$ cat src/kgb_pkg.sv
`timescale 1ns / 1ps
// ----------------------------------------------------------------------------
// kgb_pkg
// Shared widths, register indexes and reset values of the angle and gyro
// bias Kalman filter.
// ----------------------------------------------------------------------------
package kgb_pkg;

    // Field and register widths.
    localparam int FIELD_W   = 32;
    localparam int CFG_W     = 31;
    localparam int CFG_IDX_W = 3;
    localparam int FRAC_COV  = 28;

    // Default width of the stored state.
    localparam int DATA_WIDTH_DEF = 32;

    // Register indexes on the configuration port.
    localparam logic [CFG_IDX_W-1:0] REG_ANGLE_NOISE = 3'd0;
    localparam logic [CFG_IDX_W-1:0] REG_BIAS_NOISE  = 3'd1;
    localparam logic [CFG_IDX_W-1:0] REG_MEAS_NOISE  = 3'd2;
    localparam logic [CFG_IDX_W-1:0] REG_PERIOD      = 3'd3;

    // Register reset values, unsigned Q3.28.
    localparam logic [CFG_W-1:0] RST_ANGLE_NOISE = 31'd268435;
    localparam logic [CFG_W-1:0] RST_BIAS_NOISE  = 31'd805306;
    localparam logic [CFG_W-1:0] RST_MEAS_NOISE  = 31'd134217728;
    localparam logic [CFG_W-1:0] RST_PERIOD      = 31'd2684355;

endpackage

$ cat src/kgb_div.sv
`timescale 1ns / 1ps
// ----------------------------------------------------------------------------
// kgb_div
// Restoring divider for the gains: trunc(n * 2^28 / d) for d > 0, one
// quotient bit a cycle, saturated to signed 32 bits.
// ----------------------------------------------------------------------------
module kgb_div
    import kgb_pkg::*;
(
    input  logic               i_clk,
    input  logic               i_rst_n,
    input  logic               i_start,
    input  logic signed [63:0] i_n,
    input  logic signed [63:0] i_d,
    output logic               o_done,
    output logic signed [31:0] o_q
);

    localparam int QB = 31;

    logic              r_run;
    logic [4:0]        r_cnt;
    logic              r_neg;
    logic              r_ov;
    logic [63:0]       r_d;
    logic [63:0]       r_rem;
    logic [QB-1:0]     r_nb;
    logic [QB-1:0]     r_q;
    logic              r_done;
    logic signed [31:0] r_out;

    logic [63:0] w_un;
    logic [63:0] w_trial;
    logic        w_ge;

    assign w_un    = i_n[63] ? 64'(-i_n) : 64'(i_n);
    assign w_trial = {r_rem[62:0], r_nb[QB-1]};
    assign w_ge    = (w_trial >= r_d);

    // Step counter and control.
    always_ff @(posedge i_clk) begin
        if (!i_rst_n) begin
            r_run  <= 1'b0;
            r_done <= 1'b0;
            r_cnt  <= '0;
        end else begin
            r_done <= 1'b0;
            if (!r_run && i_start) begin
                r_run <= 1'b1;
                r_cnt <= 5'(QB);
            end else if (r_run && r_cnt != 5'd0) begin
                r_cnt <= r_cnt - 5'd1;
            end else if (r_run) begin
                r_run  <= 1'b0;
                r_done <= 1'b1;
            end
        end
    end

    // Quotient and remainder registers.
    always_ff @(posedge i_clk) begin
        if (!r_run && i_start) begin
            r_neg <= i_n[63];
            r_d   <= i_d;
            r_rem <= w_un >> 3;
            r_nb  <= {w_un[2:0], 28'd0};
            r_ov  <= (w_un >= (i_d << 3));
            r_q   <= '0;
        end else if (r_run && r_cnt != 5'd0) begin
            r_rem <= w_ge ? (w_trial - r_d) : w_trial;
            r_nb  <= {r_nb[QB-2:0], 1'b0};
            r_q   <= {r_q[QB-2:0], w_ge};
        end else if (r_run) begin
            // Integer part of eight or more saturates.
            if (r_ov) begin
                r_out <= r_neg ? 32'sh8000_0000 : 32'sh7FFF_FFFF;
            end else begin
                r_out <= r_neg ? -$signed({1'b0, r_q}) : $signed({1'b0, r_q});
            end
        end
    end

    assign o_done = r_done;
    assign o_q    = r_out;

endmodule

$ cat config.mk
export PLATFORM = sky130hd
export DESIGN_NAME = kgb_div
export DESIGN_NICKNAME = d
export VERILOG_FILES = /design/src/kgb_pkg.sv /design/src/kgb_div.sv
export SDC_FILE = /design/constraint.sdc
export NUM_CORES = 1
export LEC_CHECK = 0
export BUFFER_PORTS_ARGS = -buffer_cell sky130_fd_sc_hd__buf_4
export CAP_MARGIN = 10
export CORE_ASPECT_RATIO = 0.75
export CORE_MARGIN = 2
export CORE_UTILIZATION = 27
export CTS_CLUSTER_DIAMETER = 200
export DETAILED_ROUTE_END_ITERATION = 12
export GPL_ROUTABILITY_DRIVEN = 0
export SLEW_MARGIN = 20
export SYNTH_ARGS = -nofsm -noshare
export SYNTH_HDL_FRONTEND = slang
export SYNTH_SLANG_ARGS = --single-unit
$ cat constraint.sdc
create_clock -name i_clk -period 14.3 [get_ports i_clk]
set_clock_uncertainty 0.2 [all_clocks]
set_input_delay 2.86 -clock i_clk [delete_from_list [all_inputs] [get_ports i_clk]]
set_output_delay 2.86 -clock i_clk [all_outputs]
set_load 0.02 [all_outputs]
==> impl_metrics.env <==
export IMPL_standard_cell_rows=75
export IMPL_hold_start="r_q[22]"
export IMPL_yosysWarningCount=0
export IMPL_netlist_instances=1790
export IMPL_synth_enable_flop_cells=162
export IMPL_rr_endpoint="r_rem[58]"
export IMPL_post_cts_resize_count=0
export IMPL_syn_to_final_growth_pct=17.7
export IMPL_io_buffers=163
export IMPL_regToRegSetupSlack_ps=9320
export IMPL_period_needed_ps=7340
export IMPL_dr_first_iter_drc_count=1138
export IMPL_avgSynthCellArea_um2=8.56
export IMPL_grt_setup_unrepaired="no"
export IMPL_setup_violations=0
export IMPL_initial_util_pct=27.3
export IMPL_critPathArrivalTime_ps=7550
export IMPL_p_leak_nw=7.57
export IMPL_report_power_total_mw=2.49
export IMPL_routed_via_count=13682
export IMPL_grt_overflow=0
export IMPL_ant_nets=0
export IMPL_cts_buffers=25
export IMPL_fmaxAchievable_mhz=136
export IMPL_slew_headroom_pct=25.9
export IMPL_grt_max_degree=77
export IMPL_worstSetupEndpointType="register"
export IMPL_postPlaceCellArea_mm2=0.0173
export IMPL_syn_nets=2051
export IMPL_ys_flop_type="edfxtp_1"
export IMPL_slew_violations=0
export IMPL_ctsLongestPathBuffers=3
export IMPL_totalNegativeSetupSlack_ps=0
export IMPL_timing_setup_critical_path_class="primary input to register"
export IMPL_multi_input_area_mm2=0.00880
export IMPL_synthesis_area_mm2=0.0153
export IMPL_worstHoldPathCells=2
export IMPL_post_cts_repair_setup_buffers=0
export IMPL_cts_root_buf="clkbuf_16"
export IMPL_crit_path_max_fanout=6
export IMPL_post_route_cells_drive_above_1_share_pct=12.2
export IMPL_grt_use_total_pct=15.4
export IMPL_viasPerCell=5.14
export IMPL_layout_worst_path_cycle_share_pct=51.4
export IMPL_cts_sink_count=202
export IMPL_die_area_mm2=0.0587
export IMPL_die_w_um=279
export IMPL_min_delay_worst_endpoint="r_q[23]"
export IMPL_grt_pass1_wl_um=72100
export IMPL_postSynth_asyncResetShare_pct=0
export IMPL_dr_pass1_iters=6
export IMPL_layout_area_seq_mm2=0.00567
export IMPL_layout_cell_area_non_filler_mm2=0.0180
export IMPL_avgRoutedWirePerCell_um=17.4
export IMPL_hold_fails_final_rpt=0
export IMPL_postLayoutCoreUtil_pct=32.2
export IMPL_r2r_cells=12
export IMPL_num_nets_final=2171
export IMPL_cts_hold_buf=0
export IMPL_synth_sequential_area_ratio_pct=37.0
export IMPL_detailedPlacementHpwl_um=35900
export IMPL_post_synth_num_cell_types=64
export IMPL_ioPinCount=164
export IMPL_run_status="complete, no violations"
export IMPL_start_kind="primary input"
export IMPL_drt_drc_violations_left=0
export IMPL_nFillCells=5785
export IMPL_clkTransAtPathRegs_ps=60
export IMPL_htree_levels=1
export IMPL_yosys_register_bits=202
export IMPL_cts_tree="yes"
export IMPL_crit_reg2reg_launch="r_rem[10]"
export IMPL_worst_ep_required_time_ps=14500
export IMPL_clock_latency_ps=550
export IMPL_worst_ir_drop_vdd_mv=0.0841
export IMPL_routed_wl_um=46400
export IMPL_die_y_um=210
export IMPL_hold_path_class="register to register"
export IMPL_grt_antenna_before_repair=3
export IMPL_power_per_cell_area_mw_per_mm2=138
export IMPL_floorplan_core_area_mm2=0.0560
export IMPL_max_slew_worst_pin_slew_ps=1110
export IMPL_max_cap_violations=0
export IMPL_grt_pass1_vias=13318
-- cells by family after synthesis --
group                    Yosys count  synth area share, %
multiplexers                      14                0.923
AO/OA/AOI/OAI                    519                 20.9
adder cells (fa/ha/maj)          130                 10.7
XOR/XNOR                         123                 7.03
buffers and inverters            234                 5.73
AND/OR/NAND/NOR                  568                 17.8
flip-flops                       202                 37.0
-- sequential cells by signal, summed over array words and instances (netlist names) --
name / count
r_d: 64
r_rem: 63
o_q: 32
r_q: 31
r_cnt: 5
r_nb: 3
o_done: 1
r_neg: 1
r_ov: 1
r_run: 1
-- cell usage after synthesis, types with 22 or more instances --
library cell | n | area share (%)
a21o_1 | 36 | 1.8
a21oi_1 | 195 | 6.4
clkbuf_1 | 74 | 1.8
dfxtp_1 | 40 | 5.2
edfxtp_1 | 162 | 32
ha_1 | 129 | 11
inv_1 | 153 | 3.7
nand2_1 | 158 | 3.9
nand3_1 | 56 | 1.8
nand4_1 | 29 | 1.2
nor2_1 | 166 | 4.1
nor3_1 | 24 | 0.78
o21a_1 | 23 | 1.1
o21ai_0 | 119 | 3.9
o31ai_1 | 22 | 1.1
xnor2_1 | 92 | 5.3
xor2_1 | 31 | 1.8
-- where the power goes --
part	leakage (nW)	internal [mW]	switching (mW)
Clock	0.373	0.336	0.256
Sequential	1.87	0.748	0.0395
Combinational	5.33	0.431	0.682
-- worst max-delay path by stage --
stage                       start  endpoint  slack [ps]  cells past startpoint
after floorplan           i_n[12]      r_ov        7450                     19
after global placement    i_n[12]      r_ov        6580                     15
after detailed placement  i_n[12]      r_ov        6390                     15
after CTS                 i_n[12]      r_ov        6920                     15
after global routing      i_n[12]      r_ov        6700                     15
final                     i_n[12]      r_ov        6960                     15
-- per-layer routing --
layer / track usage [%] / part of all wire [%]
met4: 5.28 / 3.4
met1: 20.8 / 46
met3: 2.90 / 6.5
met5: 0 / 0
met2: 24.5 / 44
-- through the flow --
step           hold slack [ps]  std cells  setup WS [ps]
2_1_floorplan              239       1790           7450
3_3_place_gp               267       2614           6580
3_5_place_dp               277       2614           6390
4_1_cts                    284       2660           6920
5_1_grt                    321       2663           6700
6_report                   281       2663           6960
-- final cells by class --
| class | instances | area share (%) |
|---|---|---|
| clock inverter | 14 | 0.430 |
| antenna | 3 | 0.0416 |
| sequential | 202 | 31.4 |
| timing repair buffer | 174 | 7.24 |
| inverter | 153 | 3.19 |
| tap | 731 | 5.07 |
| multi-input combinational | 1354 | 48.8 |
| clock buffer | 32 | 3.78 |
-- placed cells by master, fill, tap and decap left out, types with 40 or more instances in the layout --
| master | n |
|---|---|
| nand2_1 | 158 |
| o21ai_0 | 119 |
| nand3_1 | 56 |
| inv_1 | 151 |
| ha_1 | 129 |
| dfxtp_1 | 40 |
| a21oi_1 | 195 |
| buf_4 | 174 |
| nor2_1 | 166 |
| xnor2_1 | 92 |
| edfxtp_1 | 162 |
-- critical path, stage by stage --
cell	delay, ps
buf_4	120
or4_1	600
nor4_1	630
nand2_1	290
or2_2	400
or2_2	370
nand2b_1	240
o41ai_1	420
xnor2_1	160
ha_1	320
nand4_1	140
o21ai_0	420
nor2_1	130
nor4_1	300
o2bb2ai_1	140
(Power assumes the default switching activity.)
