==> src/kgb_pkg.sv <==
`timescale 1ns / 1ps
// ----------------------------------------------------------------------------
// kgb_pkg
// Shared widths, register indexes and reset values of the angle and gyro
// bias Kalman filter.
// ----------------------------------------------------------------------------
package kgb_pkg;

    // Field and register widths.
    localparam int FIELD_W   = 32;
    localparam int CFG_W     = 31;
    localparam int CFG_IDX_W = 3;
    localparam int FRAC_COV  = 28;

    // Default width of the stored state.
    localparam int DATA_WIDTH_DEF = 32;

    // Register indexes on the configuration port.
    localparam logic [CFG_IDX_W-1:0] REG_ANGLE_NOISE = 3'd0;
    localparam logic [CFG_IDX_W-1:0] REG_BIAS_NOISE  = 3'd1;
    localparam logic [CFG_IDX_W-1:0] REG_MEAS_NOISE  = 3'd2;
    localparam logic [CFG_IDX_W-1:0] REG_PERIOD      = 3'd3;

    // Register reset values, unsigned Q3.28.
    localparam logic [CFG_W-1:0] RST_ANGLE_NOISE = 31'd268435;
    localparam logic [CFG_W-1:0] RST_BIAS_NOISE  = 31'd805306;
    localparam logic [CFG_W-1:0] RST_MEAS_NOISE  = 31'd134217728;
    localparam logic [CFG_W-1:0] RST_PERIOD      = 31'd2684355;

endpackage

==> src/kgb_mul.sv <==
`timescale 1ns / 1ps
// ----------------------------------------------------------------------------
// kgb_mul
// Shared fixed-point multiplier. Computes floor(a * b / 2^28) clamped to
// +-2^62 with one 32x32 multiplier used for two partial products.
// ----------------------------------------------------------------------------
module kgb_mul
    import kgb_pkg::*;
(
    input  logic               i_clk,
    input  logic               i_rst_n,
    input  logic               i_start,
    input  logic signed [63:0] i_a,
    input  logic signed [31:0] i_b,
    output logic               o_done,
    output logic signed [63:0] o_res
);

    localparam logic [2:0] PH_IDLE = 3'd0;
    localparam logic [2:0] PH_LO   = 3'd1;
    localparam logic [2:0] PH_HI   = 3'd2;
    localparam logic [2:0] PH_ACC  = 3'd3;
    localparam logic [2:0] PH_RND  = 3'd4;
    localparam logic [67:0] LIM    = 68'd1 << 62;

    logic [2:0]         r_ph;
    logic               r_neg;
    logic [63:0]        r_ua;
    logic [31:0]        r_ub;
    logic [63:0]        r_pp;
    logic [95:0]        r_acc;
    logic               r_done;
    logic signed [63:0] r_res;

    logic [31:0] w_half;
    logic [63:0] w_prod;
    logic [67:0] w_q;
    logic [67:0] w_qc;

    // One partial product per cycle: low half first, then high half.
    assign w_half = (r_ph == PH_LO) ? r_ua[31:0] : r_ua[63:32];
    assign w_prod = w_half * r_ub;

    // Round the result toward minus infinity (magnitude rounded up when negative), then clamp.
    assign w_q  = r_acc[95:FRAC_COV] + {67'd0, r_neg & (|r_acc[FRAC_COV-1:0])};
    assign w_qc = (w_q > LIM) ? LIM : w_q;

    always_ff @(posedge i_clk) begin
        if (!i_rst_n) begin
            r_ph   <= PH_IDLE;
            r_done <= 1'b0;
        end else begin
            r_done <= 1'b0;
            unique case (r_ph)
                PH_IDLE: begin
                    if (i_start) begin
                        r_ph <= PH_LO;
                    end
                end
                PH_LO:   r_ph <= PH_HI;
                PH_HI:   r_ph <= PH_ACC;
                PH_ACC:  r_ph <= PH_RND;
                PH_RND: begin
                    r_ph   <= PH_IDLE;
                    r_done <= 1'b1;
                end
                default: r_ph <= PH_IDLE;
            endcase
        end
    end

    // Datapath registers.
    always_ff @(posedge i_clk) begin
        if (r_ph == PH_IDLE && i_start) begin
            r_neg <= i_a[63] ^ i_b[31];
            r_ua  <= i_a[63] ? 64'(-i_a) : 64'(i_a);
            r_ub  <= i_b[31] ? 32'(-i_b) : 32'(i_b);
        end
        if (r_ph == PH_LO) begin
            r_pp <= w_prod;
        end
        if (r_ph == PH_HI) begin
            r_acc <= {32'd0, r_pp};
            r_pp  <= w_prod;
        end
        if (r_ph == PH_ACC) begin
            r_acc <= r_acc + {r_pp, 32'd0};
        end
        if (r_ph == PH_RND) begin
            r_res <= r_neg ? -$signed(w_qc[63:0]) : $signed(w_qc[63:0]);
        end
    end

    assign o_done = r_done;
    assign o_res  = r_res;

endmodule

==> config.mk <==
export PLATFORM = sky130hd
export DESIGN_NAME = kgb_mul
export DESIGN_NICKNAME = d
export VERILOG_FILES = /design/src/kgb_pkg.sv /design/src/kgb_mul.sv
export SDC_FILE = /design/constraint.sdc
export NUM_CORES = 2
export LEC_CHECK = 0
export BUFFER_PORTS_ARGS = -buffer_cell sky130_fd_sc_hd__buf_2
export CAP_MARGIN = 0
export CORE_MARGIN = 1.5
export CORE_UTILIZATION = 60
export DETAILED_ROUTE_END_ITERATION = 8
export HOLD_SLACK_MARGIN = 0.05
export PLACE_DENSITY = 0.86
export RECOVER_POWER = 100
export SETUP_SLACK_MARGIN = 0.02
export SLEW_MARGIN = 10
export SYNTH_ARGS = -nofsm -noshare
export SYNTH_HDL_FRONTEND = slang
export SYNTH_SLANG_ARGS = --single-unit
==> constraint.sdc <==
create_clock -name i_clk -period 36.3 [get_ports i_clk]
set_input_delay 5.445 -clock i_clk [delete_from_list [all_inputs] [get_ports i_clk]]
set_output_delay 5.445 -clock i_clk [all_outputs]
set_load 0.02 [all_outputs]
==> metrics.md <==
| Metric | Value |
|---|---|
| Outcome | `finished with violations` |
| Failing checks | `design-rule violations, max-capacitance violations, max-slew violations` |
| Input/output buffers | `163` |
| Slew margin rel. | `-200%` |
| First-pass GRT wire length | `230000 um` |
| Routed len/inst | `21.3 um` |
| Crit. End Element | `register` |
| GR Overflow Total | `0` |
| Slew Viols, Final | `703` |
| Gr usage total | `32.4%` |
| Worst hold slack | `0.554 ns` |
| Via density | `6.07` |
| FFs w/ async S/R, synth | `0%` |
| Worst path max stage delay | `1.73 ns` |
| Vias in the first global route | `43000` |
| Synth Register Bits | `325` |
| Met2 Wirelength | `69500 um` |
| Routed wl met3 | `15800 um` |
| Synth Area in Compound Gates | `7.91%` |
| Routability Congestion | `0.992` |
| HPWL after DPL | `115000 um` |
| CTS Hold Bufs | `0` |
| Post-Synth Adder-Cell Area | `41.0%` |
| Layout cell share with drive strength beyond 1 | `4.50%` |
| Max cap viols | `12` |
| Post-CTS setup buffer count | `0` |
| Setup Crit Path Kind | `register to register` |
| Critical Path Sink | `o_res[56]` |
| Setup crit start | `r_neg` |
| Crit path launch type | `register` |
| Final min period | `11.67 ns` |
| Vias | `41700` |
| Latest clock arrival within the worst-skew pair | `0.60 ns` |
| Setup TNS | `0 ns` |
| FMAX | `0.0857 GHz` |
| Initial Util | `60.8%` |
| Yosys top cell area share | `33.3%` |
| Post-Synth Simple-Gate Area | `18.7%` |
| CP max FO | `57` |
| Num CTS Buffers | `37` |
| Die span in x | `303 um` |
| Core ar. | `0.0886 mm^2` |
| Final Core Density | `63.8%` |
| FP Rows | `109` |
| XOR/XNOR share of the synthesized area | `5.00%` |
| Multiplexer share of the synthesized area | `0.900%` |
| Largest family of logic cells by synthesized area | `adder cells` |
| Final Hold Viols | `0` |
| Die Area | `0.0917 mm^2` |
| Die height | `303 um` |
| CTS H-tree depth | `2` |
| Clk pin slew, worst setup/hold paths | `0.07 ns` |
| Yosys warns | `0` |
| Post-synthesis sequential area ratio | `18.0%` |
| Synth top area cells | `fa_1 33%, edfxtp_1 18%, and2_1 7.7%, ha_1 7.7%, inv_1 6.4%` |
| Cell area after synthesis | `0.0539 mm^2` |
| Least-Margin Pin Slew | `4.50 ns` |
| Clock sinks | `325` |
| R2R setup slack | `24.63 ns` |
| Drt total wl | `146000 um` |
| RSZ-0062 raised after global routing | `no` |
| Root Buffer | `clkbuf_16` |
| Reg2Reg Depth | `25` |
| Max clock buf depth | `3` |
| Data required time of the critical path | `36.61 ns` |
| Highest metal layer with signal wires | `met5` |
| M1 WL | `53300 um` |
| Mean Syn Cell Area | `9.42 um^2` |
| Period utilisation layout | `32.1%` |
| Post-synth top flop | `edfxtp_1` |
| Top-Level Pins | `164` |
| RR Endpoint | `o_res[56]` |
| ANT nets after route | `0` |
| Dpl ws | `26.38 ns` |
| Post-Synthesis Cells | `5722` |
| Netlist cell types | `80` |
| Area Growth Syn to Fin | `4.88%` |
| TritonCTS clock tree | `done` |
| Synth Net Count | `7049` |
| Largest area contributor in the netlist | `fa_1` |
| Largest net degree at the start of global routing | `122` |
| Drt first-iter violations | `3785` |
| DR pass1 iterations | `9` |
| RR Startpoint | `r_neg` |
| Slowest CP cell | `clkbuf_1` |
| Drt drc | `4` |
| Skew final | `0.0312 ns` |
| Fill count | `6908` |
| Initial antenna violation count | `3` |
| NumNets Final | `7005` |
| Setup violations, final | `0` |
| Number of synthesized flops with an enable pin | `321` |
| Post-cts resize count | `0` |
| Worst Path Arrival | `11.97 ns` |
| Setup ws final | `24.63 ns` |
| Type of the worst min-delay path | `register to register` |
==> synth_stat cells (84+ instances only) <==
cell type and n:
ha_1 331, and2_1 668, fa_1 897, inv_1 916, clkbuf_1 278, xnor2_1 229, nor2_1 197, o21ai_0 171
a21o_1 84, nand2_1 625, a21oi_1 170, edfxtp_1 321
==> critical path, delay by kind of cell (launching register included) <==
family | cells | cell delay (ns)
AO/OA/AOI/OAI | 4 | 1.16
multiplexers | 1 | 0.42
buffers and inverters | 4 | 3.46
AND/OR/NAND/NOR | 14 | 4.80
adder cells (fa/ha/maj) | 2 | 1.18
flip-flops | 1 | 0.33
==> registers in the layout, summed over array words and instances (netlist names) <==
signal  count
r_acc      96
o_res      64
r_pp       64
r_ua       64
r_ub       32
r_ph        3
o_done      1
r_neg       1
==> cell usage in the layout, fill, tap and decap left out, types with 20 or more instances in the layout <==
master and count:
ha_1 331, fa_1 897, inv_1 916, and2_1 648, or2_2 22, o31ai_1 42
or4_1 22, and2_0 20, nand3_1 77, a211oi_1 27, o41ai_1 22, nor4_1 33
xnor2_1 229, nor3_1 51, o21ai_0 171, nand2_1 625, nand4_1 52, clkbuf_1 86
nor2b_1 23, buf_4 33, o21a_1 20, mux2_2 36, or3_1 44, a21oi_1 170
a21o_1 84, edfxtp_1 321, xor2_1 79, nand2b_1 33, buf_2 90, a31oi_1 29
and3_1 32, nor2_1 197, clkbuf_16 38
==> through the flow <==
stage          instance area (um^2)  cells
2_1_floorplan                 53900   5722
3_3_place_gp                  55500   6803
3_5_place_dp                  55500   6803
4_1_cts                       56700   6869
5_1_grt                       56500   6870
6_report                      56600   6872
==> routing by layer <==
metal	global-route usage (%)	up-vias
met2	53.4	2403
met3	7.63	479
met4	15.0	2
met5	0	-
li1	-	18200
met1	40.5	20700
==> kinds of logic (layout without fill, tap and decap cells) <==
logic type,after synthesis,after routing
simple gates,1938,1938
fa+ha+maj,1228,1228
buf+inv,1210,1193
compound gates,669,669
flops,325,325
xor+xnor,308,308
mux,44,44
other cells,0,2
==> worst min path at each step <==
stage	startpoint	endpoint	cells past startpoint
floorplan	r_ph[2]	r_ph[1]	1
global placement	r_pp[2]	r_acc[2]	1
detailed placement	r_pp[2]	r_acc[2]	1
CTS	r_pp[2]	r_acc[2]	1
global route	r_ph[2]	r_ph[1]	1
finish	r_ph[2]	r_ph[1]	1
==> final cells by class <==
cell class                 instances  area (um^2)  area share (%)
tap                             1165         1460            2.58
sequential                       325         9720            17.2
multi-input combinational       4187        39600            70.1
antenna                            2         5.00         0.00885
inverter                         917         3440            6.09
timing repair buffer             210         1050            1.85
clock inverter                    28          303           0.535
clock buffer                      38          951            1.68
Power is left out: the tool's default activity adds up to more than one toggle a clock period on the data nets, which glitch-free logic cannot reach.
